### src/hw/rtl/wamm_pkg.sv
// Package for the windowed average / min / max unit.
// Holds the window size, derived widths, 32-bit limits and the divider request type.
// Used by wamm_div, windowed_average_min_max_unit and the testbench; depends on nothing.
`timescale 1ns / 1ps

package wamm_pkg;

  localparam int WINDOW_LEN = 16;
  localparam int DATA_W     = 32;
  localparam int IDX_W      = (WINDOW_LEN > 1) ? $clog2(WINDOW_LEN) : 1;
  localparam int CNT_W      = $clog2(WINDOW_LEN + 1);
  localparam int SUM_W      = DATA_W + $clog2(WINDOW_LEN) + 1;
  localparam int STEP_W     = $clog2(SUM_W);
  localparam int OUT_CNT_W  = 5;

  localparam logic signed [DATA_W-1:0] SAMPLE_MAX   = 32'sh7FFF_FFFF;
  localparam logic signed [DATA_W-1:0] SAMPLE_MIN   = 32'sh8000_0000;
  localparam logic signed [DATA_W-1:0] MARKER_RESET = SAMPLE_MIN;

  // Request to the serial divider: magnitude of the sum, the count and the sign
  typedef struct packed {
    logic             neg;
    logic [SUM_W-1:0] mag;
    logic [CNT_W-1:0] divisor;
  } div_req_t;

endpackage

### src/hw/rtl/wamm_ram.sv
// Generic single-write, single-read RAM with registered read data.
// Depends on nothing.
`timescale 1ns / 1ps

module wamm_ram #(
  parameter int WIDTH = 32,
  parameter int DEPTH = 16
) (
  input  logic                     clk,
  input  logic                     we,
  input  logic [$clog2(DEPTH)-1:0] waddr,
  input  logic [WIDTH-1:0]         wdata,
  input  logic [$clog2(DEPTH)-1:0] raddr,
  output logic [WIDTH-1:0]         rdata
);

  logic [WIDTH-1:0] mem [DEPTH];

  // Write port and registered read port
  always_ff @(posedge clk) begin
    if (we) begin
      mem[waddr] <= wdata;
    end
    rdata <= mem[raddr];
  end

endmodule

### src/hw/rtl/wamm_div.sv
// Bit-serial restoring divider: one quotient bit per cycle, sign applied at the end.
// Depends on wamm_pkg.
`timescale 1ns / 1ps

module wamm_div (
  input  logic                           clk,
  input  logic                           rst,
  input  logic                           start,
  input  wamm_pkg::div_req_t             req,
  output logic                           done,
  output logic signed [wamm_pkg::DATA_W-1:0] quot
);

  import wamm_pkg::*;

  logic              busy;
  logic [STEP_W-1:0] step;
  logic [SUM_W-1:0]  dq;
  logic [CNT_W-1:0]  rem;
  logic [CNT_W-1:0]  divisor;
  logic              neg;

  logic [CNT_W:0]    rem_shift;
  logic              q_bit;
  logic [CNT_W:0]    rem_diff;
  logic [SUM_W-1:0]  q_full;

  // Trial subtract of the divisor from the shifted remainder
  always_comb begin
    rem_shift = {rem, dq[SUM_W-1]};
    rem_diff  = rem_shift - {1'b0, divisor};
    q_bit     = (rem_shift >= {1'b0, divisor});
  end

  // Control: run SUM_W steps, pulse done after the last one
  always_ff @(posedge clk) begin
    if (rst) begin
      busy <= 1'b0;
      done <= 1'b0;
      step <= '0;
    end else begin
      done <= 1'b0;
      if (start) begin
        busy <= 1'b1;
        step <= '0;
      end else if (busy) begin
        step <= step + 1'b1;
        if (step == STEP_W'(SUM_W - 1)) begin
          busy <= 1'b0;
          done <= 1'b1;
        end
      end
    end
  end

  // Datapath: shift dividend out, quotient bits in
  always_ff @(posedge clk) begin
    if (start) begin
      dq      <= req.mag;
      rem     <= '0;
      divisor <= req.divisor;
      neg     <= req.neg;
    end else if (busy) begin
      dq  <= {dq[SUM_W-2:0], q_bit};
      rem <= q_bit ? rem_diff[CNT_W-1:0] : rem_shift[CNT_W-1:0];
    end
  end

  // Apply sign; the magnitude always fits the 32-bit result
  always_comb begin
    q_full = neg ? (~dq + 1'b1) : dq;
    quot   = q_full[DATA_W-1:0];
  end

endmodule

### src/hw/rtl/windowed_average_min_max_unit.sv
// Windowed average / min / max: ring window of WINDOW_LEN samples, one transaction at a time.
// Each input starts a scan of the window RAM, one slot per cycle, then the divider forms
// the mean one quotient bit per cycle; an empty window skips the divider. Input stalls until
// the result is in the output register, and stays stalled while the output stalls.
// Synchronous reset clears the valid bits, zeroes the write position, marker -2147483648.
`timescale 1ns / 1ps

module windowed_average_min_max_unit (
  input  logic                                   clk,
  input  logic                                   rst,
  input  logic                                   cfg_wr_en,
  input  logic signed [wamm_pkg::DATA_W-1:0]     cfg_wr_data,
  input  logic                                   in_valid,
  output logic                                   in_stall,
  input  logic signed [wamm_pkg::DATA_W-1:0]     sample,
  output logic                                   out_valid,
  input  logic                                   out_stall,
  output logic signed [wamm_pkg::DATA_W-1:0]     mean_value,
  output logic signed [wamm_pkg::DATA_W-1:0]     min_value,
  output logic signed [wamm_pkg::DATA_W-1:0]     max_value,
  output logic signed [wamm_pkg::DATA_W-1:0]     last_value,
  output logic [wamm_pkg::OUT_CNT_W-1:0]         valid_count
);

  import wamm_pkg::*;

  localparam logic [1:0] ST_IDLE = 2'd0;
  localparam logic [1:0] ST_SCAN = 2'd1;
  localparam logic [1:0] ST_DIV  = 2'd2;
  localparam logic [1:0] ST_OUT  = 2'd3;

  logic [1:0]               state;
  logic [IDX_W-1:0]         wpos;
  logic [WINDOW_LEN-1:0]    slot_valid;
  logic signed [DATA_W-1:0] empty_marker;
  logic signed [DATA_W-1:0] latest;

  logic [CNT_W-1:0]         scan_cnt;
  logic                     rd_pend;
  logic                     rd_slot_valid;
  logic [DATA_W-1:0]        rd_data;
  logic signed [DATA_W-1:0] scan_v;

  logic signed [SUM_W-1:0]  sum;
  logic [CNT_W-1:0]         count;
  logic signed [DATA_W-1:0] lo;
  logic signed [DATA_W-1:0] hi;
  logic signed [DATA_W-1:0] mean_hold;

  logic                     in_accept;
  logic                     scan_last;
  logic                     out_load;
  logic                     div_start;
  logic                     div_done;
  div_req_t                 div_req;
  logic signed [DATA_W-1:0] div_quot;

  assign in_stall  = rst || (state != ST_IDLE);
  assign in_accept = in_valid && !in_stall;
  assign scan_last = (state == ST_SCAN) && (scan_cnt == CNT_W'(WINDOW_LEN)) && !rd_pend;
  assign div_start = scan_last && (count != '0);
  assign out_load  = (state == ST_OUT) && (!out_valid || !out_stall);

  // Window storage
  wamm_ram #(
    .WIDTH (DATA_W),
    .DEPTH (WINDOW_LEN)
  ) u_window (
    .clk   (clk),
    .we    (in_accept),
    .waddr (wpos),
    .wdata (sample),
    .raddr (scan_cnt[IDX_W-1:0]),
    .rdata (rd_data)
  );

  // Serial divider for the mean
  always_comb begin
    div_req.neg     = sum[SUM_W-1];
    div_req.mag     = sum[SUM_W-1] ? (~sum + 1'b1) : sum;
    div_req.divisor = count;
  end

  wamm_div u_div (
    .clk   (clk),
    .rst   (rst),
    .start (div_start),
    .req   (div_req),
    .done  (div_done),
    .quot  (div_quot)
  );

  // A slot never written reads as the reset marker
  assign scan_v = rd_slot_valid ? $signed(rd_data) : MARKER_RESET;

  // Marker register
  always_ff @(posedge clk) begin
    if (rst) begin
      empty_marker <= MARKER_RESET;
    end else if (cfg_wr_en) begin
      empty_marker <= cfg_wr_data;
    end
  end

  // Slot valid bits and write position
  always_ff @(posedge clk) begin
    if (rst) begin
      slot_valid <= '0;
      wpos       <= '0;
    end else if (in_accept) begin
      slot_valid[wpos] <= 1'b1;
      wpos <= (wpos == IDX_W'(WINDOW_LEN - 1)) ? '0 : wpos + 1'b1;
    end
  end

  // Output valid: set on load, drop once the transaction is taken
  always_ff @(posedge clk) begin
    if (rst) begin
      out_valid <= 1'b0;
    end else if (out_load) begin
      out_valid <= 1'b1;
    end else if (!out_stall) begin
      out_valid <= 1'b0;
    end
  end

  // Sequencer
  always_ff @(posedge clk) begin
    if (rst) begin
      state     <= ST_IDLE;
      rd_pend   <= 1'b0;
      scan_cnt  <= '0;
    end else begin
      unique case (state)
        ST_IDLE: begin
          if (in_accept) begin
            state    <= ST_SCAN;
            scan_cnt <= '0;
            rd_pend  <= 1'b0;
          end
        end
        ST_SCAN: begin
          if (scan_cnt != CNT_W'(WINDOW_LEN)) begin
            scan_cnt <= scan_cnt + 1'b1;
            rd_pend  <= 1'b1;
          end else begin
            rd_pend <= 1'b0;
          end
          if (scan_last) begin
            state <= (count != '0) ? ST_DIV : ST_OUT;
          end
        end
        ST_DIV: begin
          if (div_done) begin
            state <= ST_OUT;
          end
        end
        ST_OUT: begin
          if (out_load) begin
            state <= ST_IDLE;
          end
        end
        default: state <= ST_IDLE;
      endcase
    end
  end

  // Scan datapath: accumulate sum, count, min and max of non-marker slots; hold latest sample and mean
  always_ff @(posedge clk) begin
    rd_slot_valid <= slot_valid[scan_cnt[IDX_W-1:0]];
    if (in_accept) begin
      latest <= sample;
      sum    <= '0;
      count  <= '0;
      lo     <= SAMPLE_MAX;
      hi     <= SAMPLE_MIN;
    end else if (state == ST_SCAN && rd_pend && scan_v != empty_marker) begin
      sum   <= sum + {{(SUM_W - DATA_W){scan_v[DATA_W-1]}}, scan_v};
      count <= count + 1'b1;
      if (scan_v < lo) begin
        lo <= scan_v;
      end
      if (scan_v > hi) begin
        hi <= scan_v;
      end
    end
    if (scan_last && count == '0) begin
      mean_hold <= empty_marker;
    end else if (div_done) begin
      mean_hold <= div_quot;
    end
  end

  // Load the output register
  always_ff @(posedge clk) begin
    if (out_load) begin
      mean_value  <= mean_hold;
      min_value   <= lo;
      max_value   <= hi;
      last_value  <= latest;
      valid_count <= OUT_CNT_W'(count);
    end
  end

  // Checks
  a_count_bound: assert property (@(posedge clk) disable iff (rst)
    (state != ST_IDLE) |-> (count <= CNT_W'(WINDOW_LEN)))
    else $error("valid count beyond window length");

  a_div_nonzero: assert property (@(posedge clk) disable iff (rst)
    div_start |-> (div_req.divisor != '0))
    else $error("divider started with zero count");

  a_div_done_state: assert property (@(posedge clk) disable iff (rst)
    div_done |-> (state == ST_DIV))
    else $error("divider finished outside the divide phase");

  a_min_le_max: assert property (@(posedge clk) disable iff (rst)
    (state == ST_OUT && count != '0) |-> (lo <= hi))
    else $error("minimum above maximum with non-empty window");

  a_scan_idle_input: assert property (@(posedge clk) disable iff (rst)
    (state == ST_SCAN && rd_pend) |=> (state == ST_SCAN || state == ST_DIV || state == ST_OUT))
    else $error("scan left for idle before result");

endmodule

### config.mk
export PLATFORM = sky130hd
export DESIGN_NAME = windowed_average_min_max_unit
export DESIGN_NICKNAME = d
export VERILOG_FILES = /design/src/hw/rtl/wamm_pkg.sv /design/src/hw/rtl/wamm_ram.sv /design/src/hw/rtl/wamm_div.sv /design/src/hw/rtl/windowed_average_min_max_unit.sv
export SDC_FILE = /design/constraint.sdc
export NUM_CORES = 1
export LEC_CHECK = 0
export BUFFER_PORTS_ARGS = -buffer_cell sky130_fd_sc_hd__buf_2
export CORE_ASPECT_RATIO = 0.6
export CORE_MARGIN = 5
export CORE_UTILIZATION = 65
export CTS_CLUSTER_SIZE = 30
export DETAILED_ROUTE_END_ITERATION = 6
export GPL_TIMING_DRIVEN = 0
export PLACE_DENSITY_LB_ADDON = 0.12
export REMOVE_ABC_BUFFERS = 1
export SYNTH_ARGS = -nofsm -noshare
export SYNTH_HDL_FRONTEND = slang
export SYNTH_SLANG_ARGS = --single-unit
export TNS_END_PERCENT = 100
### constraint.sdc
create_clock -name clk -period 22.4 [get_ports clk]
set_input_delay 1.12 -clock clk [delete_from_list [all_inputs] [get_ports clk]]
set_output_delay 1.12 -clock clk [all_outputs]
set_load 0.05 [all_outputs]
-- Yosys cells after proc, flatten, opt, wreduce, memory -nomap -nowiden
Memory sizes are Yosys's and may differ from the RTL's. A register that Yosys moved wholly into a read port is not among the register bits.
Index checks and enable logic that the tools add are counted.
- word-level logic and storage cells: 121
- register bits: 421
- RAM bits: 512
- memories: 1
- memory list (name ; words ; bits a word ; read ports ; clocked after memory_dff ; write ports ; RTL line ; source):
    u_window.mem ; 16 ; 32 ; 1 ; 1 ; 1 ; wamm_ram.sv:17 ; logic [WIDTH-1:0] mem [DEPTH];
- bitwise logic cells: 4
- magnitude comparators: 6
- reduce and logical (&&, ||, !) cells: 29
- eq/ne operators: 14
- add/sub/neg operators: 8
- muxes and demuxes: 33
- operators with widths (kind ; number):
    $mux W32 ; 4
    $mux W37 ; 3
    $add A37 B1 Y37 const B ; 1
    $add A37 B37 Y37 ; 1
    $not A37 Y37 ; 1
    $add A32 B1 Y32 const B ; 1
    $gt A32 B32 Y1 ; 1
    $lt A32 B32 Y1 ; 1
    $ne A32 B32 Y1 ; 1
    $not A32 Y32 ; 1
    $or A16 B16 Y16 ; 1
    $mux W5 ; 3
    $mux W1 ; 13
    $add A5 B1 Y5 const B ; 2
    $lt A4 B5 Y1 const B ; 2
    $pmux W5 S2 ; 1
    $logic_and A1 B1 Y1 ; 9
    $mux W2 ; 4
    $pmux W2 S4 ; 1
    $reduce_bool A2 Y1 ; 4
    $add A6 B1 Y6 const B ; 1
    $eq A6 B6 Y1 const B ; 1
    $ge A6 B5 Y1 ; 1
    $ne A2 B1 Y1 const B ; 3
    other kinds (24) ; 33

-- Longest topological paths before layout
- word-level depth: 6
- depth in mapped cells: 17
- mapped depth without buffers: 13

-- Cells and area by module
From an unflattened synthesis, not the netlist that was laid out.
- cell total of the unflattened synthesis: 2824
- area total of the unflattened synthesis: 41149.5 µm²
- modules (own cells, without submodules) (module ; instances ; cells an instance ; area each (µm²) ; seq. area each (µm²)):
    wamm_ram ; 1 ; 838 ; 19854.0 ; 16015.4
    windowed_average_min_max_unit ; 1 ; 1705 ; 18003.5 ; 9278.9
    wamm_div ; 1 ; 281 ; 3291.9 ; 1551.5

-- Worst setup path before layout
OpenSTA, ideal clock, no wires.
- path kind: in2reg
- start: in out_stall
- end: reg last_value[0] (netlist bit), enable pin
- setup slack: 10.843 ns
- data arrival time: 10.731 ns
- buffers on the path: 0
- stages on the path: 1
- cells stage by stage: a21boi_0
- word-level cells in the longest chain between the ends: 3
- RTL lines (item ; RTL line ; source):
    from (decl) ; windowed_average_min_max_unit.sv:17 ; input logic out_stall,
    $logic_not A1 Y1 ; -- ;
    $logic_or A1 B1 Y1 ; windowed_average_min_max_unit.sv:62 ; assign out_load = (state == ST_OUT) && (!out_valid || !out_stall);
    $logic_and A1 B1 Y1 ; windowed_average_min_max_unit.sv:62 ;
    to (signal assigned) ; windowed_average_min_max_unit.sv:200 ; last_value <= latest;
    to (decl) ; windowed_average_min_max_unit.sv:21 ; output logic signed [wamm_pkg::DATA_W-1:0] last_value,
Every way passes these cells.
A chain may end at the register's enable or synchronous reset.

-- Worst setup path after layout
- start: reg rd_slot_valid
- end: reg hi[2]
- word-level cells in the longest chain between the ends: 4
- RTL lines (item ; RTL line ; source):
    from (decl) ; windowed_average_min_max_unit.sv:40 ; logic rd_slot_valid;
    from (signal assigned) ; windowed_average_min_max_unit.sv:170 ; rd_slot_valid <= slot_valid[scan_cnt[IDX_W-1:0]];
    $mux W32 * ; windowed_average_min_max_unit.sv:94 ; assign scan_v = rd_slot_valid ? $signed(rd_data) : MARKER_RESET;
    via scan_v[31] ; windowed_average_min_max_unit.sv:42 ; logic signed [DATA_W-1:0] scan_v;
    branches (longest 2 deep; another with $gt A32 B32 Y1) ; -- ;
    $reduce_and A2 Y1 (no line) * ; -- ;
    to (signal assigned) ; windowed_average_min_max_unit.sv:184 ; hi <= scan_v;
    to (decl) ; windowed_average_min_max_unit.sv:47 ; logic signed [DATA_W-1:0] hi;
Mark *: on every way through the listed nets, which the timed path passes.

==> results by group <==
Run status
  – Outcome: completed

Logic synthesis
  – Async set or reset register ratio after synthesis: 0%
  – Post-Syn Instances: 2825
  – Yosys top cell by area: sky130_fd_sc_hd__edfxtp_1
  – Area share of the largest cell type after synthesis: 55.4%
  – Sequential cell area fraction in the yosys report: approximately two thirds
  – Average cell area after synthesis: 14.4 um2
  – Top cells by area in the synthesized netlist: sky130_fd_sc_hd__edfxtp_1, sky130_fd_sc_hd__dfxtp_1, sky130_fd_sc_hd__mux4_2
  – Primary flip-flop cell chosen by synthesis mapping: sky130_fd_sc_hd__edfxtp_1
  – EDFF count, synth: 752
  – Post-synthesis cell area: 40700 um2
  – Number of distinct standard cells referenced by the synthesized netlist: 73
  – Synthesis Warnings: 0
  – Number of flip-flops and latches in the synthesized netlist: 965

Clock tree
  – CTS max path bufs: 3
  – Reg clk slew, reported paths: 0.07 ns
  – Skew-Pair Late Insertion Delay: 0.65 ns
  – Root buffer cell: sky130_fd_sc_hd__clkbuf_16
  – Clock tree from TritonCTS: built
  – Htree depth: 3
  – Post-cts gate resize count: 0
  – TritonCTS sink count: 965
  – Hold bufs inserted after CTS: 0
  – Number of post-CTS setup repair buffers: 0
  – Clock buffer count from CTS: 84

Critical path
  – CP Data Arrival Time: ~6.3 ns
  – Slowest cell on the critical path: sky130_fd_sc_hd__or4_1
  – Worst setup path category: flop to flop
  – Biggest cell delay along the critical path: 0.92 ns
  – Category of the worst setup path launch point: flop
  – Worst Reg2Reg Path Length in Cells: 11
  – R2R setup slack: between 15 and 20 ns
  – Cell repeated most along the worst path: sky130_fd_sc_hd__or4_1
  – Maximum fanout along the worst path: 31
  – Endpoint class of the critical path: flop
  – Reg2reg end: hi[2]
  – Chain of cells forming the critical path: inv_1 > nor2_1 > inv_1 > ha_1 > nand4_1 > or4_1 > or4_1 > nand3_1 > or4_1 > nand2_1 > mux2i_1
  – Reg-to-reg critical path startpoint: rd_slot_valid
  – Required time at the worst-slack endpoint: approximately 23 ns
  – CP Launch Point: rd_slot_valid
  – Critical path destination: hi[2]

Power
  – Peak supply drop: 0.0667 mV
  – Leakage power figure: 16.4 nW
  – PD cells: approximately 92 nW/um2
  – Fraction of power consumed by combinational cells: 14.1%
  – Cell-internal power: 3.10 mW
  – Net Sw Frac: 26.9%
  – Power share of the sequential group: 49.9%
  – Net switching component of the power: 1.14 mW
  – Pwr Total: 4.24 mW
  – Clock share of power: 36.0%

GRT
  – Overall routing resource usage: 31.3%
  – Via count of the first global-routing pass: about 25000
  – Number of antenna violations at the first check in global routing: 2
  – First-pass GRT wire length: roughly 160 mm
  – Maximum number of pins on one net before global-route repair: 70
  – Leftover overflow at the end of global routing: 0

STA
  – Final count of hold timing violations: 0
  – Final critical-path share of the clock period: 25.8%
  – Worst max-slew margin expressed relative to the limit: 11.7%
  – Hold Slack: 0.417 ns
  – RSZ-0062 raised after global routing: no
  – Max Clk Rate: 0.173 GHz
  – Setup clock skew after layout: 0.0194 ns
  – Min Clock Period, post-route: 5.77 ns
  – Transition time at the pin with the least slew margin: 1.32 ns
  – Number of setup violations in the final report: 0
  – Pins over their slew limit: 0
  – Setup TNS: 0 ns

Cells and area
  – Final-stage net count: roughly 3200
  – Leading cell types in the layout, fill and taps excluded: sky130_fd_sc_hd__edfxtp_1, sky130_fd_sc_hd__dfxtp_1, sky130_fd_sc_hd__buf_2
  – Post-Route Utilization: 74.2%
  – Fill cell total of the finished layout: 3791
  – Layout overhead on the synthesized area: 13.6%
  – Register name with the most flops: u_window.mem
  – Largest registers: u_window.mem: 512 flops, sum: 37 flops, u_div.dq: 37 flops
  – Number of antenna cells inserted: 0
  – Layout cell share with drive strength beyond 1: 19.5%
  – Leading cell type in the layout, fill and taps excluded: sky130_fd_sc_hd__edfxtp_1
  – Number of flip-flops in the largest register: 512

Route
  – Overall routed net length: 107 mm
  – Detail Route Antenna Nets: 0
  – Drt drc: 0
  – Number of violations reported at the end of detailed-routing iteration 0: 3023
  – DR WL/cell: about 27 um
  – Drt first pass iters: 6
  – Detailed-route via count: 25800
  – Post-DR vias/cell: between 6 and 7

Hold path
  – Worst hold path class: flop to flop

Floorplan
  – Die area: ~68000 um2
  – Total number of placement rows: 71
  – Core Box Area: between 60000 and 70000 um2
  – Die width: 333 um
  – Starting density of the core: 65.3%
  – Num ports: 204
  – Vertical die dimension: 204 um

Job
  – Max-cap violations: 0

Placed design
  – Number of port buffers: 203
  – Final GP Congestion: 0.909
  – Half-perimeter wire length after detailed placement: 68.8 mm
power groups by stage:
stage / Combinational [mW] / Sequential [mW] / Clock, mW
finish: 0.599 / 2.12 / 1.52
global route: 0.647 / 2.12 / 1.62
CTS: 0.590 / 2.11 / 1.54
detailed placement: 0.583 / 2.15 / 0
global placement: 0.534 / 2.18 / 0
floorplan: 0.360 / 2.16 / 0
metal layers:
metal	vias to the layer above	part of all wire (%)	track usage (%)
met1	12900	42	47.5
met4	2	2.2	7.50
met3	176	12	8.68
met5	-	0.011	0
li1	11200	-	-
met2	1517	44	46.1
final cells by class:
type | instances | area [um2] | share of cell area (%)
clock buffers | 107 | 2290 | 4.95
clock inverters | 48 | 606 | 1.31
inverters | 101 | 382 | 0.825
multi-input cells | 1611 | 13100 | 28.3
flip-flops and latches | 965 | 26900 | 58.1
well taps | 839 | 1050 | 2.27
repair buffers | 256 | 1970 | 4.26
cell families (layout without fill, tap and decap cells):
logic type	count (synthesis)	after routing	share of synthesized area [%]
buf+inv	249	512	2.31
flops	965	965	65.9
simple gates	642	642	7.67
xor+xnor	125	125	2.69
mux	209	209	10.2
fa+ha+maj	114	114	3.51
compound gates	521	521	7.72
Yosys cell counts, drive strengths merged, types with 20 or more instances:
master  instances
nand2         157
xnor2          24
o31ai          20
buf            33
or3            26
ha            112
and2           34
nand3         104
nor2          172
mux2i          42
dfxtp         213
nor3           25
clkbuf        115
inv           101
o21ai         185
nand4          24
xor2          101
a21o           43
a21oi         143
mux4          165
edfxtp        752
worst min-delay path by stage:
stage | start | end | slack [ns] | depth (start not counted)
2_1_floorplan | latest[0] | last_value[0] | 0.40 | 0
3_3_place_gp | latest[8] | last_value[8] | 0.40 | 0
3_5_place_dp | latest[3] | last_value[3] | 0.40 | 0
4_1_cts | latest[3] | last_value[3] | 0.42 | 0
5_1_grt | latest[20] | last_value[20] | 0.42 | 0
6_report | latest[20] | last_value[20] | 0.42 | 0
per-stage QoR:
| stage | setup WS, ns | cell area, um2 | std cells |
|---|---|---|---|
| after floorplan | 10.84 | 40200 | 2677 |
| after global placement | 5.55 | 42200 | 3719 |
| after detailed placement | 16.63 | 43400 | 3772 |
| after CTS | 16.84 | 46300 | 3927 |
| final | 16.63 | 46300 | 3927 |
| after global routing | 16.60 | 46300 | 3927 |
critical path: cells and delay by family (launching register included):
kind	cells	cell delay [ns]
and+or+nand+nor	7	3.40
muxes	1	0.25
adders and majority gates	1	0.54
buffers and inverters	2	0.70
DFF	1	0.76
Note: power is estimated with default switching activity, not from simulation.
